===== config.mk =====
export PLATFORM = sky130hd
export DESIGN_NAME = lpp_rotate
export DESIGN_NICKNAME = d
export VERILOG_FILES = /design/src/sv/lpp_pkg.sv /design/src/sv/lpp_rotate.sv
export SDC_FILE = /design/constraint.sdc
export NUM_CORES = 2
export LEC_CHECK = 0
export BUFFER_PORTS_ARGS = -buffer_cell sky130_fd_sc_hd__buf_2
export CAP_MARGIN = 5
export CORE_MARGIN = 3
export CORE_UTILIZATION = 45
export CTS_BUF_LIST = sky130_fd_sc_hd__clkbuf_8
export DETAILED_ROUTE_END_ITERATION = 7
export PLACE_DENSITY = 0.66
export SYNTH_ARGS = -nofsm -noshare
export SYNTH_HDL_FRONTEND = slang
export SYNTH_SLANG_ARGS = --single-unit

===== constraint.sdc =====
create_clock -name clock -period 12.62 [get_ports clock]
set_clock_uncertainty 0.05 [all_clocks]
set_input_delay 0.631 -clock clock [delete_from_list [all_inputs] [get_ports clock]]
set_output_delay 0.631 -clock clock [all_outputs]
set_load 0.005 [all_outputs]

===== src/sv/lpp_pkg.sv =====
`timescale 1ns / 1ps
// Shared constants, register indexes, reset values and types of the Lissajous point projector.
// Depends on nothing; every other file of the block uses it.
package lpp_pkg;

   localparam int ANGLE_BITS_DEF  = 16;
   localparam int SCREEN_BITS_DEF = 12;

   localparam int SAMPLE_BITS    = 17;
   localparam int OUT_BITS       = 16;
   localparam int TRIG_BITS      = 16;
   localparam int CRD_BITS       = 24;   // signed Q.8 coordinate
   localparam int DEN_BITS       = 24;   // positive perspective denominator
   localparam int CSR_DATA_BITS  = 48;
   localparam int CSR_INDEX_BITS = 3;

   localparam logic [CSR_INDEX_BITS-1:0] REG_FREQUENCIES = 3'd0;
   localparam logic [CSR_INDEX_BITS-1:0] REG_PHASES      = 3'd1;
   localparam logic [CSR_INDEX_BITS-1:0] REG_ROTATIONS   = 3'd2;
   localparam logic [CSR_INDEX_BITS-1:0] REG_AMPLITUDES  = 3'd3;
   localparam logic [CSR_INDEX_BITS-1:0] REG_DISTANCE    = 3'd4;
   localparam logic [CSR_INDEX_BITS-1:0] REG_WIDTH       = 3'd5;
   localparam logic [CSR_INDEX_BITS-1:0] REG_HEIGHT      = 3'd6;

   localparam logic [47:0] FREQ_RST  = 48'd57725199331200;
   localparam logic [31:0] PHASE_RST = 32'd1073774592;
   localparam logic [47:0] ROT_RST   = 48'd223994552254464;
   localparam logic [35:0] AMP_RST   = 36'd3876725126;
   localparam logic [14:0] DIST_RST  = 15'd1800;
   localparam int          WIDTH_RST  = 800;
   localparam int          HEIGHT_RST = 600;

   // 2^32 / (2*pi), and the sine polynomial coefficients (Q.22 domain)
   localparam logic [29:0] INV2PI      = 30'd683565276;
   localparam logic [22:0] QUARTER_Q22 = 23'd4194304;
   localparam logic [30:0] K1          = 31'd1686629713;
   localparam logic [29:0] K3          = 30'd693598668;
   localparam logic [26:0] K5          = 27'd85569306;
   localparam logic [22:0] K7          = 23'd5026995;

   typedef struct packed {
      logic valid;
      logic behind;
      logic neg_x;
      logic neg_y;
   } div_ctl_type;

   typedef struct packed {
      logic signed [OUT_BITS-1:0] screen_x;
      logic signed [OUT_BITS-1:0] screen_y;
      logic                       behind_viewer;
   } rsp_payload_type;

endpackage


===== src/sv/lpp_rotate.sv =====
`timescale 1ns / 1ps
// Two-stage plane rotation: products, then rounded sums (Q.15 trig, half-up rounding).
// Depends on lpp_pkg.
module lpp_rotate (
   input  logic                                 clock,
   input  logic                                 en,
   input  logic signed [lpp_pkg::TRIG_BITS-1:0] cos_v,
   input  logic signed [lpp_pkg::TRIG_BITS-1:0] sin_v,
   input  logic signed [lpp_pkg::CRD_BITS-1:0]  a,
   input  logic signed [lpp_pkg::CRD_BITS-1:0]  b,
   output logic signed [lpp_pkg::CRD_BITS-1:0]  a_rot,  // a*c - b*s
   output logic signed [lpp_pkg::CRD_BITS-1:0]  b_rot   // a*s + b*c
);

   localparam int PW = lpp_pkg::CRD_BITS + lpp_pkg::TRIG_BITS;

   logic signed [PW-1:0] ac_ff, bs_ff, as_ff, bc_ff;
   logic signed [PW-1:0] ac_in, bs_in, as_in, bc_in;
   logic signed [PW:0]   sum_a, sum_b;
   logic signed [lpp_pkg::CRD_BITS-1:0] a_ff, b_ff, a_in, b_in;

   assign ac_in = a * cos_v;
   assign bs_in = b * sin_v;
   assign as_in = a * sin_v;
   assign bc_in = b * cos_v;

   always_comb begin
      sum_a = (PW+1)'(ac_ff) - (PW+1)'(bs_ff) + (PW+1)'(16384);
      sum_b = (PW+1)'(as_ff) + (PW+1)'(bc_ff) + (PW+1)'(16384);
      a_in  = lpp_pkg::CRD_BITS'(sum_a >>> 15);
      b_in  = lpp_pkg::CRD_BITS'(sum_b >>> 15);
   end

   always_ff @(posedge clock) begin
      if (en) begin
         ac_ff <= ac_in;
         bs_ff <= bs_in;
         as_ff <= as_in;
         bc_ff <= bc_in;
         a_ff  <= a_in;
         b_ff  <= b_in;
      end
   end

   assign a_rot = a_ff;
   assign b_rot = b_ff;

endmodule


==> flow_summary.ini <==
[logic_synthesis]
ys_top_cells_by_area = fa_1 46%, inv_1 11%, ha_1 10%
yosysTopAreaCellShare_pct = 45.9
synth-edff-count = 204
async_reset_ff_share_pct = 0
ys_types = 77
seq_area_frac_synth_pct = 9.54
yosys.area.top_type = fa_1
syn_nets = 8961
synthCells = 6877
avgSynthCellArea_um2 = 9.33
yosys_warnings = 0
syn_area_mm2 = 0.0642
ys_ff_latch = 204
synthFlopType = edfxtp_1

[outcome]
status = completed

[global_routing]
grt_pass1_vias = 50000
grt_remaining_overflow = 0
antenna_found_initial = 12
grtUsageTotal_pct = 23.4
grt_max_degree = 74
grt_pass1_wl_um = 270000

[worst_setup_path]
criticalPathCategory = primary input to register
worstSetupEndpointType = register
start_kind = primary input
crit_top_cell = fa_1
required_ps = 12940
rr_endpoint = b_rot[23]
slowest_delay_ps = 870
r2r_slack_ps = 8370
rr_worst_depth = 12
cp_data_arrival_time_ps = 7990
timing.critical_path.from = cos_v[2]
worstReg2RegStart = as_ff[13]
cp_max_fo = 48
critPathSlowestCell = buf_2
crit_chain = buf_2 > nand2_1 > inv_1 > fa_1 > inv_1 > fa_1 > inv_1 > fa_1 > fa_1 > fa_1 > inv_1 > fa_1 > inv_1 > ha_1 > nand4_1 > or3_1 > or3_1 > o32ai_1 > o21ai_1 > a21oi_1 > nand4_1 > nand4b_1 > a21oi_1 > xnor2_1

[clock_tree]
cts_setup_buffers = 0
clk_latency_ps = 640
clk_pin_slew_worst_paths_ps = 60
cts_buffers = 42
h-tree-depth = 2
cts.path.max_buffers = 3
cts-hold-fix-buffers = 0
cts_tree = done
cts-root-buf = clkbuf_8
cts_resized = 0
clock_sinks = 204

[drt]
routedWlPerCell_um = 18.7
first_pass_iters = 6
routed_wl_um = 163000
drc_errors = 0
vias_per_cell = 5.20
ant_nets = 0
drt_iter0_markers = 2918
vias = 45200

[floorplan]
core_mm2 = 0.141
rows = 137
die_area_mm2 = 0.147
ios = 130
initial_core_util_pct = 45.7
die_x_um = 384
fp.dieH_um = 384

[place]
dpl.cell_count = 8627
globalplace.congestion = 0.889
dp_hpwl_um = 123000
port-buffer-count = 129

[final_layout]
nFillCells = 13400
layout.cells.non_filler = 8705
drive_above_1_share_pct = 3.81
area_delta_synth_final_pct = 4.78
ff_latch_area_mm2 = 0.00613
multi_input_area_mm2 = 0.0501
fin_nets = 8879

[hold_path]
min_from = en
hold_path_end = b_rot[1]
hold_depth = 1
hold_path.class = primary input to register

[sta]
finalSetupTns_ps = 0
finalSetupViolCount = 0
slew_headroom_pct = 19.3
timing.final.crit_share_pct = 60.8
finalHoldViolCount = 0
fmax_mhz = 130
max_slew.worst_pin.slew_ps = 1210
rsz0062_at_grt = no
period_minus_slack_ps = 7670
final-max-slew-violation-count = 0

[job]
cap_violations = 0
[cell families (layout without fill, tap and decap cells)]
family | count (synthesis) | after routing | synth area share, %
muxes | 1 | 1 | 0.0156
adders and majority gates | 2002 | 2002 | 56.2
DFF | 204 | 204 | 9.54
buffers and inverters | 2111 | 2053 | 12.3
and+or+nand+nor | 1870 | 1870 | 13.9
xor gates and xnor gates | 223 | 223 | 3.04
other | 0 | 10 | 0
AOI/OAI and AO/OA | 466 | 466 | 4.88
[cells in the final DEF (no fill, tap or decap), types with 4 or more instances in the layout]
cell type / instances
a211o_1: 6
o31ai_1: 4
a211oi_1: 23
nand3_1: 25
ha_1: 530
clkinv_1: 9
buf_4: 52
inv_1: 1810
diode_2: 10
and2_1: 600
xor2_1: 53
o21bai_1: 27
and4_1: 4
edfxtp_1: 204
fa_1: 1472
o211ai_1: 16
o31a_1: 8
and3_1: 9
buf_2: 128
or2_2: 6
or3_1: 8
a21o_1: 68
nand4_1: 21
xnor2_1: 170
nor2b_1: 14
a21oi_1: 143
nor2_1: 163
nor3_1: 29
a31oi_1: 11
o21a_1: 25
o22ai_1: 4
nand2b_1: 51
bufinv_16: 4
clkbuf_8: 42
nand2_1: 926
o21ai_0: 67
[worst max path at each step]
| stage | end | slack (ps) |
|---|---|---|
| finish | bc_ff[38] | 4950 |
| global route | ac_ff[35] | 4710 |
| CTS | ac_ff[35] | 5190 |
| detailed placement | bc_ff[38] | 4520 |
| global placement | ac_ff[35] | 4540 |
| floorplan | as_ff[38] | 5610 |
[stage by stage]
step	util [%]	area, um2	setup WS (ps)	hold slack [ps]
6_report	47.8	67300	4950	437
5_1_grt	47.8	67300	4710	437
4_1_cts	47.8	67200	5190	426
3_5_place_dp	47.3	66400	4520	659
3_3_place_gp	47.3	66400	4540	678
2_1_floorplan	-	64200	5610	565
[per-layer routing]
metal / GRT usage (%) / part of all wire, % / vias to the layer above
met5: 0 / 0.0098 / -
met4: 9.64 / 5.1 / 2
met3: 2.21 / 5.6 / 332
met2: 40.4 / 49 / 1455
met1: 30.1 / 40 / 23500
li1: - / - / 20000
[state kept, by name (all words and copies together), names as in the netlist]
name   count
bc_ff     39
a_rot     24
ac_ff     39
bs_ff     39
as_ff     39
b_rot     24
[critical path: cells and delay by family]
kind,cells,cell delay (ps)
fa+ha+maj,7,3240
simple gates,6,1470
buf+inv,6,1390
compound gates,4,1080
xor+xnor,1,120
[cell usage after synthesis (8+ instances only)]
cell type     n
nor2b_1      14
nor2_1      163
xor2_1       53
o21bai_1     27
o31a_1        8
nand4_1      21
a21oi_1     143
or3_1         8
nor3_1       29
o21ai_0      67
nand2b_1     51
xnor2_1     170
inv_1      1802
a21o_1       68
edfxtp_1    204
o211ai_1     16
clkbuf_1    301
and3_1        9
nand2_1     926
and2_1      600
nand3_1      25
ha_1        530
a31oi_1      11
o21a_1       25
fa_1       1472
a211oi_1     23
[final cells by class]
class | instances | share of cell area, %
Multi-Input combinational cell | 4562 | 74.6
Inverter | 1804 | 10.1
Sequential cell | 204 | 9.11
Tap cell | 1876 | 3.49
Timing Repair Buffer | 181 | 1.56
Clock buffer | 42 | 0.859
Clock inverter | 26 | 0.331
Antenna cell | 10 | 0.0372
Power is not shown: default switching activity piles up to over one toggle a cycle in this logic, so the estimate is an artifact.
