$ cat src/sv/lpp_pkg.sv
`timescale 1ns / 1ps
// Shared constants, register indexes, reset values and types of the Lissajous point projector.
// Depends on nothing; every other file of the block uses it.
package lpp_pkg;

   localparam int ANGLE_BITS_DEF  = 16;
   localparam int SCREEN_BITS_DEF = 12;

   localparam int SAMPLE_BITS    = 17;
   localparam int OUT_BITS       = 16;
   localparam int TRIG_BITS      = 16;
   localparam int CRD_BITS       = 24;   // signed Q.8 coordinate
   localparam int DEN_BITS       = 24;   // positive perspective denominator
   localparam int CSR_DATA_BITS  = 48;
   localparam int CSR_INDEX_BITS = 3;

   localparam logic [CSR_INDEX_BITS-1:0] REG_FREQUENCIES = 3'd0;
   localparam logic [CSR_INDEX_BITS-1:0] REG_PHASES      = 3'd1;
   localparam logic [CSR_INDEX_BITS-1:0] REG_ROTATIONS   = 3'd2;
   localparam logic [CSR_INDEX_BITS-1:0] REG_AMPLITUDES  = 3'd3;
   localparam logic [CSR_INDEX_BITS-1:0] REG_DISTANCE    = 3'd4;
   localparam logic [CSR_INDEX_BITS-1:0] REG_WIDTH       = 3'd5;
   localparam logic [CSR_INDEX_BITS-1:0] REG_HEIGHT      = 3'd6;

   localparam logic [47:0] FREQ_RST  = 48'd57725199331200;
   localparam logic [31:0] PHASE_RST = 32'd1073774592;
   localparam logic [47:0] ROT_RST   = 48'd223994552254464;
   localparam logic [35:0] AMP_RST   = 36'd3876725126;
   localparam logic [14:0] DIST_RST  = 15'd1800;
   localparam int          WIDTH_RST  = 800;
   localparam int          HEIGHT_RST = 600;

   // 2^32 / (2*pi), and the sine polynomial coefficients (Q.22 domain)
   localparam logic [29:0] INV2PI      = 30'd683565276;
   localparam logic [22:0] QUARTER_Q22 = 23'd4194304;
   localparam logic [30:0] K1          = 31'd1686629713;
   localparam logic [29:0] K3          = 30'd693598668;
   localparam logic [26:0] K5          = 27'd85569306;
   localparam logic [22:0] K7          = 23'd5026995;

   typedef struct packed {
      logic valid;
      logic behind;
      logic neg_x;
      logic neg_y;
   } div_ctl_type;

   typedef struct packed {
      logic signed [OUT_BITS-1:0] screen_x;
      logic signed [OUT_BITS-1:0] screen_y;
      logic                       behind_viewer;
   } rsp_payload_type;

endpackage

$ cat src/sv/lpp_div_cell.sv
`timescale 1ns / 1ps
// One cell of the restoring divider chain: one quotient bit for each of the x and y lanes.
// Depends on lpp_pkg.
module lpp_div_cell #(
   parameter int NW = lpp_pkg::SCREEN_BITS_DEF + lpp_pkg::CRD_BITS - 1,
   parameter int DW = lpp_pkg::DEN_BITS
) (
   input  logic                 clock,
   input  logic                 reset,
   input  logic                 en,
   input  lpp_pkg::div_ctl_type up_ctl,
   input  logic [DW-1:0]        up_den,
   input  logic [DW-1:0]        up_rem_x,
   input  logic [NW-1:0]        up_nq_x,
   input  logic [DW-1:0]        up_rem_y,
   input  logic [NW-1:0]        up_nq_y,
   output lpp_pkg::div_ctl_type dn_ctl,
   output logic [DW-1:0]        dn_den,
   output logic [DW-1:0]        dn_rem_x,
   output logic [NW-1:0]        dn_nq_x,
   output logic [DW-1:0]        dn_rem_y,
   output logic [NW-1:0]        dn_nq_y
);

   logic [DW:0] sh_x, sh_y;
   logic        ge_x, ge_y;

   lpp_pkg::div_ctl_type ctl_ff;
   logic [DW-1:0] den_ff, rem_x_ff, rem_y_ff, rem_x_in, rem_y_in;
   logic [NW-1:0] nq_x_ff, nq_y_ff, nq_x_in, nq_y_in;

   // shift in the next numerator bit, subtract when it fits
   always_comb begin
      sh_x     = {up_rem_x, up_nq_x[NW-1]};
      sh_y     = {up_rem_y, up_nq_y[NW-1]};
      ge_x     = sh_x >= {1'b0, up_den};
      ge_y     = sh_y >= {1'b0, up_den};
      rem_x_in = ge_x ? DW'(sh_x - {1'b0, up_den}) : DW'(sh_x);
      rem_y_in = ge_y ? DW'(sh_y - {1'b0, up_den}) : DW'(sh_y);
      nq_x_in  = {up_nq_x[NW-2:0], ge_x};
      nq_y_in  = {up_nq_y[NW-2:0], ge_y};
   end

   always_ff @(posedge clock) begin
      if (reset) begin
         ctl_ff <= '0;
      end else if (en) begin
         ctl_ff <= up_ctl;
      end
   end

   always_ff @(posedge clock) begin
      if (en) begin
         den_ff   <= up_den;
         rem_x_ff <= rem_x_in;
         rem_y_ff <= rem_y_in;
         nq_x_ff  <= nq_x_in;
         nq_y_ff  <= nq_y_in;
      end
   end

   assign dn_ctl   = ctl_ff;
   assign dn_den   = den_ff;
   assign dn_rem_x = rem_x_ff;
   assign dn_rem_y = rem_y_ff;
   assign dn_nq_x  = nq_x_ff;
   assign dn_nq_y  = nq_y_ff;

endmodule

$ cat config.mk
export PLATFORM = sky130hd
export DESIGN_NAME = lpp_div_cell
export DESIGN_NICKNAME = d
export VERILOG_FILES = /design/src/sv/lpp_pkg.sv /design/src/sv/lpp_div_cell.sv
export SDC_FILE = /design/constraint.sdc
export NUM_CORES = 1
export LEC_CHECK = 0
export BUFFER_PORTS_ARGS = -buffer_cell sky130_fd_sc_hd__buf_2
export CELL_PAD_IN_SITES_DETAIL_PLACEMENT = 0
export CELL_PAD_IN_SITES_GLOBAL_PLACEMENT = 1
export CORE_UTILIZATION = 40
export CTS_CLUSTER_SIZE = 16
export DETAILED_ROUTE_END_ITERATION = 7
export PLACE_DENSITY_LB_ADDON = 0.25
export SETUP_SLACK_MARGIN = 0.2
export SYNTH_ARGS = -nofsm -noshare
export SYNTH_HDL_FRONTEND = slang
export SYNTH_SLANG_ARGS = --single-unit
$ cat constraint.sdc
create_clock -name clock -period 5.8 [get_ports clock]
set_input_delay 0.58 -clock clock [delete_from_list [all_inputs] [get_ports clock]]
set_output_delay 0.58 -clock clock [all_outputs]
set_load 0.01 [all_outputs]
==> reports/results.ini, run 1 <==
[clock_tree]
clock_latency_ps=420
numCtsBuffers=17
cts_htree_levels=4
cts_resized=0
cts_root_buffer=clkbuf_16
clockBufferDepth=2
cts_tree=built
path_clk_slew_ps=70
clkSinkCount=146
hold_buffers=0
post_cts_buffers=0

[floorplan]
ios=295
start_util_pct=41.41
die_area_um2=19400
rows=49
core_um2=18210
die_height_um=139.3
fp.dieW_um=139.3

[timing]
fin_crit_sh_pct=60.27
rsz0062_at_grt=no
worstMarginPinSlew_ps=1166
final.setup.tns_ps=0
finalSetupViolations=0
timing.fmax_mhz=286.1
hold_viol_final=0
fin_skew_ps=0
drv_slew=0
post-route-min-period_ps=3495
slew_headroom_pct=22.29
hold_ws_ps=323.2

[worst_setup_path]
r2r_end=dn_ctl[1]
cp_cell_sequence=buf_2, inv_1, ha_1, nand3_1, nor3_1, nand4_1, or4_1, a31oi_4, mux2_2
reg2reg_slack_ps=5220
r2r-start=dn_ctl[1]
path_delay_family=simple AND/OR/NAND/NOR gates
critPathMaxFanout=25
cp_num_buf_inv=2
crit_cells=9
reg2reg_depth=2
critPathMaxStageDelay_ps=960
critPathLaunchType=input port
slowest_stage=a31oi_4
worstSetupEndpointType=flop
critPathArrivalTime_ps=3670
path_class=input port to flop
crit_required_ps=5980

[power_and_ir_drop]
worst_ir_drop_vdd_mv=0.2050
power.leakage_nw=4.407
cellPowerDensity_nw_per_um2=316.2

[detailed_routing]
avgRoutedWirePerCell_um=17.45
drc=0
drtAntennaViolNets=0
drtIter0Drc=373
vias=5772
routed_via_density=5.063
wl_mm=19.89
drtPass1Iterations=5

[worst_hold_path]
min_path_type=input port to flop
worstHoldPathCells=1
hold_path_end=dn_nq_y[6]
hold_start=up_nq_y[5]

[grt]
grt_usage_pct=20.75
grt_pass1_wl_mm=30.26
grt_pass1_vias=5589
grt_start_max_net_pins=89
overflow=0
antenna_found_initial=3

[synth]
postSynthCellCount=593
synth_top_area_cell=edfxtp_1
synth_nets=792
yosysSeqAreaShare_pct=57.62
ys_ff_latch=146
synthFlopType=edfxtp_1
netlist_area_um2=7540
synth_edf_count=142
postSynthAreaPerCell_um2=12.71
synthArstFlopShare_pct=0
synth.top_cell.area_share_pct=56.55
yosys-top-cells-area=edfxtp_1 57%, ha_1 8.0%, a21oi_1 3.4%
synth.yosys.warnings=0
ys_types=56

[layout]
layout-drive-gt1-share_pct=40.61
final_cell_mix=293 x buf_2, 142 x edfxtp_1, 58 x nor2_1
final_common_cell=buf_2
finalNetCount=1097
fillers=1632
syn_to_final_growth_pct=30.73
n_antenna_cell=0

[placed_design]
gp_congestion=0.9041
numPortBuffers=294
dp_hpwl_mm=15.48

[outcome]
status=completed

[run]
cap_violations=0

## final cells by class
cell class	instances	area, um^2	share of cell area (%)
Inverter	37	138.9	1.409
Multi-Input combinational cell	400	2979	30.22
Tap cell	229	286.5	2.907
Timing Repair Buffer	296	1493	15.14
Clock inverter	15	190.2	1.929
Sequential cell	146	4344	44.07
Clock buffer	17	425.4	4.316
## routing by layer
layer  track usage [%]  vias to the layer above  wire [um]
met5                 0                        -         13
met4             5.263                        2        238
met3             5.299                       19       1356
met2             36.87                      223      10150
met1             24.95                     2674       8136
li1                  -                     2854          -
## where the power goes
group | switching, mW | total [mW] | internal (mW)
logic | 0.357 | 0.653 | 0.295
clock network | 0.487 | 1.14 | 0.656
registers | 0.0274 | 1.32 | 1.29
total | 0.872 | 3.12 | 2.25
## how the worst max path moves through the flow
| stage | start | endpoint | slack, ps |
|---|---|---|---|
| floorplan | up_den[14] | dn_rem_x[10] | 2770 |
| global placement | up_den[17] | dn_rem_x[5] | 1830 |
| detailed placement | up_den[17] | dn_rem_x[3] | 1860 |
| CTS | up_den[17] | dn_rem_x[3] | 2310 |
| global route | up_den[17] | dn_rem_x[5] | 2110 |
| finish | up_den[17] | dn_rem_x[3] | 2300 |
## state kept, by name (all words and copies together) (netlist names)
signal / cells
dn_nq_y: 35
dn_den: 24
dn_ctl: 4
dn_rem_y: 24
dn_rem_x: 24
dn_nq_x: 35
## kinds of logic (layout without fill, tap and decap cells)
| group | after synthesis | count (layout) | synth area share [%] |
|---|---|---|---|
| XOR/XNOR | 36 | 36 | 4.182 |
| AND/OR/NAND/NOR | 139 | 139 | 8.679 |
| multiplexers | 35 | 35 | 5.958 |
| adder cells (fa/ha/maj) | 50 | 50 | 8.497 |
| flip-flops | 146 | 146 | 57.62 |
| buffers and inverters | 47 | 365 | 2.871 |
| AO/OA/AOI/OAI | 140 | 140 | 12.20 |
## stage by stage
step / instances / util, % / cell area [um^2] / setup WS, ps / total power [mW]
2_1_floorplan: 593 / - / 7540 / 2768 / 1.743
3_3_place_gp: 1108 / 50.75 / 9241 / 1826 / 1.996
3_5_place_dp: 1108 / 50.75 / 9241 / 1860 / 1.997
4_1_cts: 1140 / 54.13 / 9857 / 2314 / 3.144
5_1_grt: 1140 / 54.13 / 9857 / 2110 / 3.260
6_report: 1140 / 54.13 / 9857 / 2305 / 3.117
## Yosys cell counts (7+ instances only)
cell type	n
mux2i_1	7
a21o_1	12
nor2_1	58
inv_1	37
mux2_2	11
o21ai_0	20
ha_1	48
xor2_1	12
a21oi_1	51
o21a_1	8
nand3_1	11
edfxtp_1	142
nand2_1	24
mux2_4	17
xnor2_1	24
nor3_1	12
Power figures use the tool's default switching activity.
==> run 2, diff against run 1 <==
--- a/config.mk
+++ b/config.mk
@@ -8,7 +8,7 @@
 export BUFFER_PORTS_ARGS = -buffer_cell sky130_fd_sc_hd__buf_2
 export CELL_PAD_IN_SITES_DETAIL_PLACEMENT = 0
 export CELL_PAD_IN_SITES_GLOBAL_PLACEMENT = 1
-export CORE_UTILIZATION = 40
+export CORE_UTILIZATION = 38
 export CTS_CLUSTER_SIZE = 16
 export DETAILED_ROUTE_END_ITERATION = 7
 export PLACE_DENSITY_LB_ADDON = 0.25
==> constraint.sdc (replaced) <==
create_clock -name clock -period 3.56 [get_ports clock]
set_input_delay 0.356 -clock clock [delete_from_list [all_inputs] [get_ports clock]]
set_output_delay 0.356 -clock clock [all_outputs]
set_load 0.01 [all_outputs]
==> run 2 against run 1 <==
  * Sequential power grew 63%
  * Setup slack worse by 1400 ps
  * Via count down 1.2%
  * First-iteration DRC count shrank 33%
  * Final cell count rose by 3.9%
  * Non-clock buffer count increased by 7
  * Clock skew unchanged
  * Register-to-register slack lost 2200 ps
  * Core utilization decreased by 3.0 points
  * Critical path type unchanged
  * Critical endpoint is now dn_rem_x[14]
  * Highest routed layer unchanged
==> reports/results.ini, run 2 (synthesized netlist as in run 1, its figures left out) <==
[outcome]
status=completed

[detailed_routing]
routed_via_density=4.811
drtPass1Iterations=4
drtAntennaViolNets=0
vias=5701
avgRoutedWirePerCell_um=16.93
drc=0
wl_mm=20.06
drtIter0Drc=250

[placed_design]
gp_congestion=0.8895
numPortBuffers=294
place_worst_setup_slack_ps=461.6
dp_hpwl_mm=15.93
placed_area_um2=9364

[layout]
final_cell_mix=293 x buf_2, 142 x edfxtp_1, 58 x nor2_1
final_common_cell=buf_2
final-seq-area_um2=4344
finalNetCount=1104
finalCoreUtilization_pct=51.08
fin_area_um2=9942
multi_input_area_um2=2979
fillers=1794
layout-drive-gt1-share_pct=40.96
syn_to_final_growth_pct=31.86

[grt]
grt_usage_pct=19.83
grt_use_met3_pct=5.366
grt_pass1_vias=5498
grt_busiest_layer=met2
grt_pass1_wl_mm=29.78
use_met1_pct=23.58
met2_usage_pct=34.37
overflow=0
antenna_found_initial=4
grt_start_max_net_pins=63

[power_and_ir_drop]
worst_ir_drop_vdd_mv=0.3198
cellPowerDensity_nw_per_um2=500.4
power.leakage_nw=4.421
total_power_mw=4.975

[worst_setup_path]
reg2reg_depth=2
path_delay_family=compound AO/OA/AOI/OAI gates
crit_cells=11
cp_cell_sequence=buf_2, inv_1, ha_1, a21o_2, a21oi_1, or3_2, o211ai_2, nand4_2, a31oi_4, buf_4, mux2_4
worstSetupEndpointType=flop
crit_required_ps=3720
critPathMaxStageDelay_ps=480
critPathMaxFanout=8
slowest_stage=or3_2
cp_num_buf_inv=3
critPathArrivalTime_ps=2820
path_class=input port to flop
critPathLaunchType=input port

[floorplan]
ios=295
die_height_um=142.9
core_um2=19460
start_util_pct=38.74
fp.dieW_um=142.9
die_area_um2=20410
rows=51

[clock_tree]
cts_htree_levels=4
clock_latency_ps=420
cts_tree=built
path_clk_slew_ps=70
cts_resized=0
post_cts_buffers=0
hold_buffers=0
cts_root_buffer=clkbuf_16
clockBufferDepth=2
numCtsBuffers=17
clkSinkCount=146

[run]
cap_violations=0

[timing]
worstMarginPinSlew_ps=601.0
fin_skew_ps=0
finalSetupViolations=0
timing.fmax_mhz=375.9
hold_viol_final=0
drv_slew=0
slew_headroom_pct=59.93
rsz0062_at_grt=no
fin_crit_sh_pct=74.73
fin_ws_ps=899.5
final.setup.tns_ps=0
post-route-min-period_ps=2661

[worst_hold_path]
worstHoldPathCells=1
min_path_type=input port to flop

-- run 2: metal layers --
metal  vias to the layer above  wire length (um)
met5                         -                25
met3                        27              1306
li1                       2860                 -
met2                       199              9983
met1                      2611              8372
met4                         4               369
-- run 2: worst register-to-register path, cell delays in order, from the launching register on --
cell and delay (ps):
dfxtp_1 310, mux2i_1 130, nor2_1 50
-- run 2: final timing paths --
| check | start | to | slack [ps] |
|---|---|---|---|
| min | up_nq_y[30] | dn_nq_y[31] | 110 |
| max reg2reg | dn_ctl[0] | dn_ctl[0] | 2970 |
| max | up_den[14] | dn_rem_x[14] | 900 |
| min reg2reg | dn_ctl[1] | dn_ctl[1] | 490 |
-- run 2: through the flow --
stage | hold slack (ps) | cells
2_1_floorplan | 428.4 | 593
3_3_place_gp | 471.2 | 1151
3_5_place_dp | 481.0 | 1151
4_1_cts | 88.22 | 1183
5_1_grt | 85.19 | 1183
6_report | 107.9 | 1185
-- run 2: power breakdown --
group | switching [mW] | total (mW) | leakage, nW | internal, mW
registers | 0.0422 | 2.15 | 1.42 | 2.11
clock network | 0.762 | 1.75 | 0.269 | 0.985
logic | 0.586 | 1.08 | 2.73 | 0.492
total | 1.39 | 4.97 | 4.42 | 3.58
-- run 2: cell type report --
class | instances | area share [%]
Antenna cell | 2 | 0.05034
Clock buffer | 18 | 4.317
Clock inverter | 14 | 1.447
Inverter | 37 | 1.397
Multi-Input combinational cell | 400 | 29.96
Sequential cell | 146 | 43.69
Tap cell | 265 | 3.335
Timing Repair Buffer | 303 | 15.79
==> run 3, diff against run 2 <==
==> constraint.sdc (replaced) <==
create_clock -name clock -period 2.6 [get_ports clock]
set_input_delay 0.26 -clock clock [delete_from_list [all_inputs] [get_ports clock]]
set_output_delay 0.26 -clock clock [all_outputs]
set_load 0.01 [all_outputs]
==> run 3 against run 2 <==
  * Flip-flop and latch count unchanged
  * Final area increased by 18%
  * Clock power increased by 35%
  * Core utilization increased by 9.1 points
  * Non-clock buffer count increased by 173
  * Combinational power increased by 71%
  * Setup slack got worse by 640 ps
  * Highest routed layer is now met4
  * Power increased by 44%
  * Final cell count increased by 15%
  * First-iteration DRC count increased by 22%
  * Clock skew unchanged
  * Global-route usage increased by 1.2 points
  * Largest power group unchanged
==> reports/results.ini, run 3 (synthesized netlist as in run 1, its figures left out) <==
[layout]
layout-drive-gt1-share_pct=48.03
syn_to_final_growth_pct=55.48
final-seq-area_um2=4344
final_common_cell=buf_2
final_cell_mix=291 x buf_2, 142 x edfxtp_1, 115 x buf_4
multi_input_area_um2=3193
fillers=1613
fin_area_um2=11720
finalCoreUtilization_pct=60.23
finalNetCount=1277

[worst_setup_path]
critPathLaunchType=input port
crit_required_ps=2780
endpoint=dn_rem_x[18]
cp_cell_sequence=buf_2, ha_4, buf_4, a21oi_1, nand2_1, a32o_1, nor3_2, o211ai_2, nand4_2, a31oi_4, buf_12, clkbuf_16, mux2_4
r2r_end=dn_ctl[3]
crit_cells=13
reg2reg_depth=2
critPathMaxFanout=6
critPathArrivalTime_ps=2520
path_delay_family=compound AO/OA/AOI/OAI gates
r2r-start=dn_ctl[3]
slowest_stage=a32o_1
critPathLaunch=up_rem_x[8]
critPathMaxStageDelay_ps=300
worstSetupEndpointType=flop
path_class=input port to flop
cp_num_buf_inv=4
reg2reg_slack_ps=2000

[placed_design]
placed_area_um2=10350
gp_congestion=0.8579
place_worst_setup_slack_ps=-252.1
dp_hpwl_mm=16.40
numPortBuffers=294

[floorplan]
start_util_pct=38.74
fp.dieW_um=142.9
core_um2=19460
ios=295
rows=51
die_height_um=142.9
die_area_um2=20410

[timing]
fin_ws_ps=258.8
fin_crit_sh_pct=90.04
rsz0062_at_grt=no
timing.fmax_mhz=427.1
finalSetupViolations=0
drv_slew=0
worstMarginPinSlew_ps=477.6
slew_headroom_pct=68.16
hold_ws_ps=12.76
hold_viol_final=0
post-route-min-period_ps=2341
fin_skew_ps=0

[grt]
overflow=0
grt_pass1_vias=6337
grt_pass1_wl_mm=32.24
antenna_found_initial=6
grt_usage_pct=21.03
grt_start_max_net_pins=54

[clock_tree]
cts_htree_levels=4
numCtsBuffers=17
clkSinkCount=146
clockBufferDepth=2
cts_root_buffer=clkbuf_16
clock_latency_ps=420
path_clk_slew_ps=70
cts_tree=built

[worst_hold_path]
min_path_type=input port to flop
worstHoldPathCells=1

[run]
cap_violations=0

[outcome]
status=completed

[detailed_routing]
drtPass1Iterations=4
wl_mm=21.83
vias=6371
drtIter0Drc=306
drtAntennaViolNets=0
avgRoutedWirePerCell_um=16.04
drc=0
routed_via_density=4.681

[power_and_ir_drop]
worst_ir_drop_vdd_mv=0.4480
power.leakage_nw=5.262
cellPowerDensity_nw_per_um2=612.2

==> run 3: changes by cell type in the layout (fill, tap and decap cells not counted), moves of 4 or more <==
cell	change
ha_1	-13
inv_1	-7
inv_2	+4
dlygate4sd3_1	+60
buf_12	+4
buf_4	+108
ha_4	+11
==> run 3: worst register-to-register path, stage by stage (launching register included) <==
cell	delay, ps
dfxtp_1	310
mux2i_1	140
nor2_1	50
==> run 3: repair_timing <==
item / CTS / global route
gates cloned: 0 / 2
pin swaps: 1 / 12
hold buffers: 54 / 6
endpoints found under the setup margin: 1 / 40
buffers inserted: 0 / 3
endpoints found under the hold margin: 54 / 6
gates resized for setup: 1 / 27
==> run 3: through the flow <==
step	power, mW	TNS, ps	cells
after detailed placement	4.712	-6068	1259
after global routing	7.500	0	1359
after CTS	7.177	0	1345
after global placement	4.697	-5676	1259
after floorplan	3.916	0	593
final	7.177	0	1361
==> run 3: power breakdown <==
part           total (mW)  switching (mW)  leakage, nW  internal (mW)
combinational        1.85           0.890         3.57          0.961
sequential           2.95          0.0667         1.42           2.89
clock                2.37            1.11        0.272           1.27
total                7.18            2.06         5.26           5.11
==> run 3: area by class of cell <==
| class | count | area share [%] |
|---|---|---|
| Clock buffer | 17 | 3.629 |
| Multi-Input combinational cell | 400 | 27.24 |
| Antenna cell | 5 | 0.1067 |
| Sequential cell | 146 | 37.06 |
| Clock inverter | 15 | 1.206 |
| Inverter | 37 | 1.377 |
| Tap cell | 265 | 2.828 |
| Timing Repair Buffer | 476 | 26.56 |
==> run 3: worst min-delay path by stage <==
stage | startpoint | endpoint | slack [ps]
finish | up_nq_y[11] | dn_nq_y[12] | 10
global route | up_nq_y[11] | dn_nq_y[12] | -0.4
CTS | up_nq_y[10] | dn_nq_y[11] | 0.1
detailed placement | up_nq_y[7] | dn_nq_y[8] | 440
global placement | up_nq_x[29] | dn_nq_x[30] | 440
floorplan | reset | dn_ctl[0] | 330
==> run 3: per-layer routing <==
| metal | GRT usage [%] | part of all wire (%) | vias up |
|---|---|---|---|
| li1 | - | - | 3209 |
| met1 | 24.43 | 42 | 2935 |
| met2 | 37.64 | 51 | 205 |
| met3 | 5.064 | 5.9 | 22 |
| met4 | 7.357 | 1.3 | 0 |
| met5 | 0 | 0 | - |
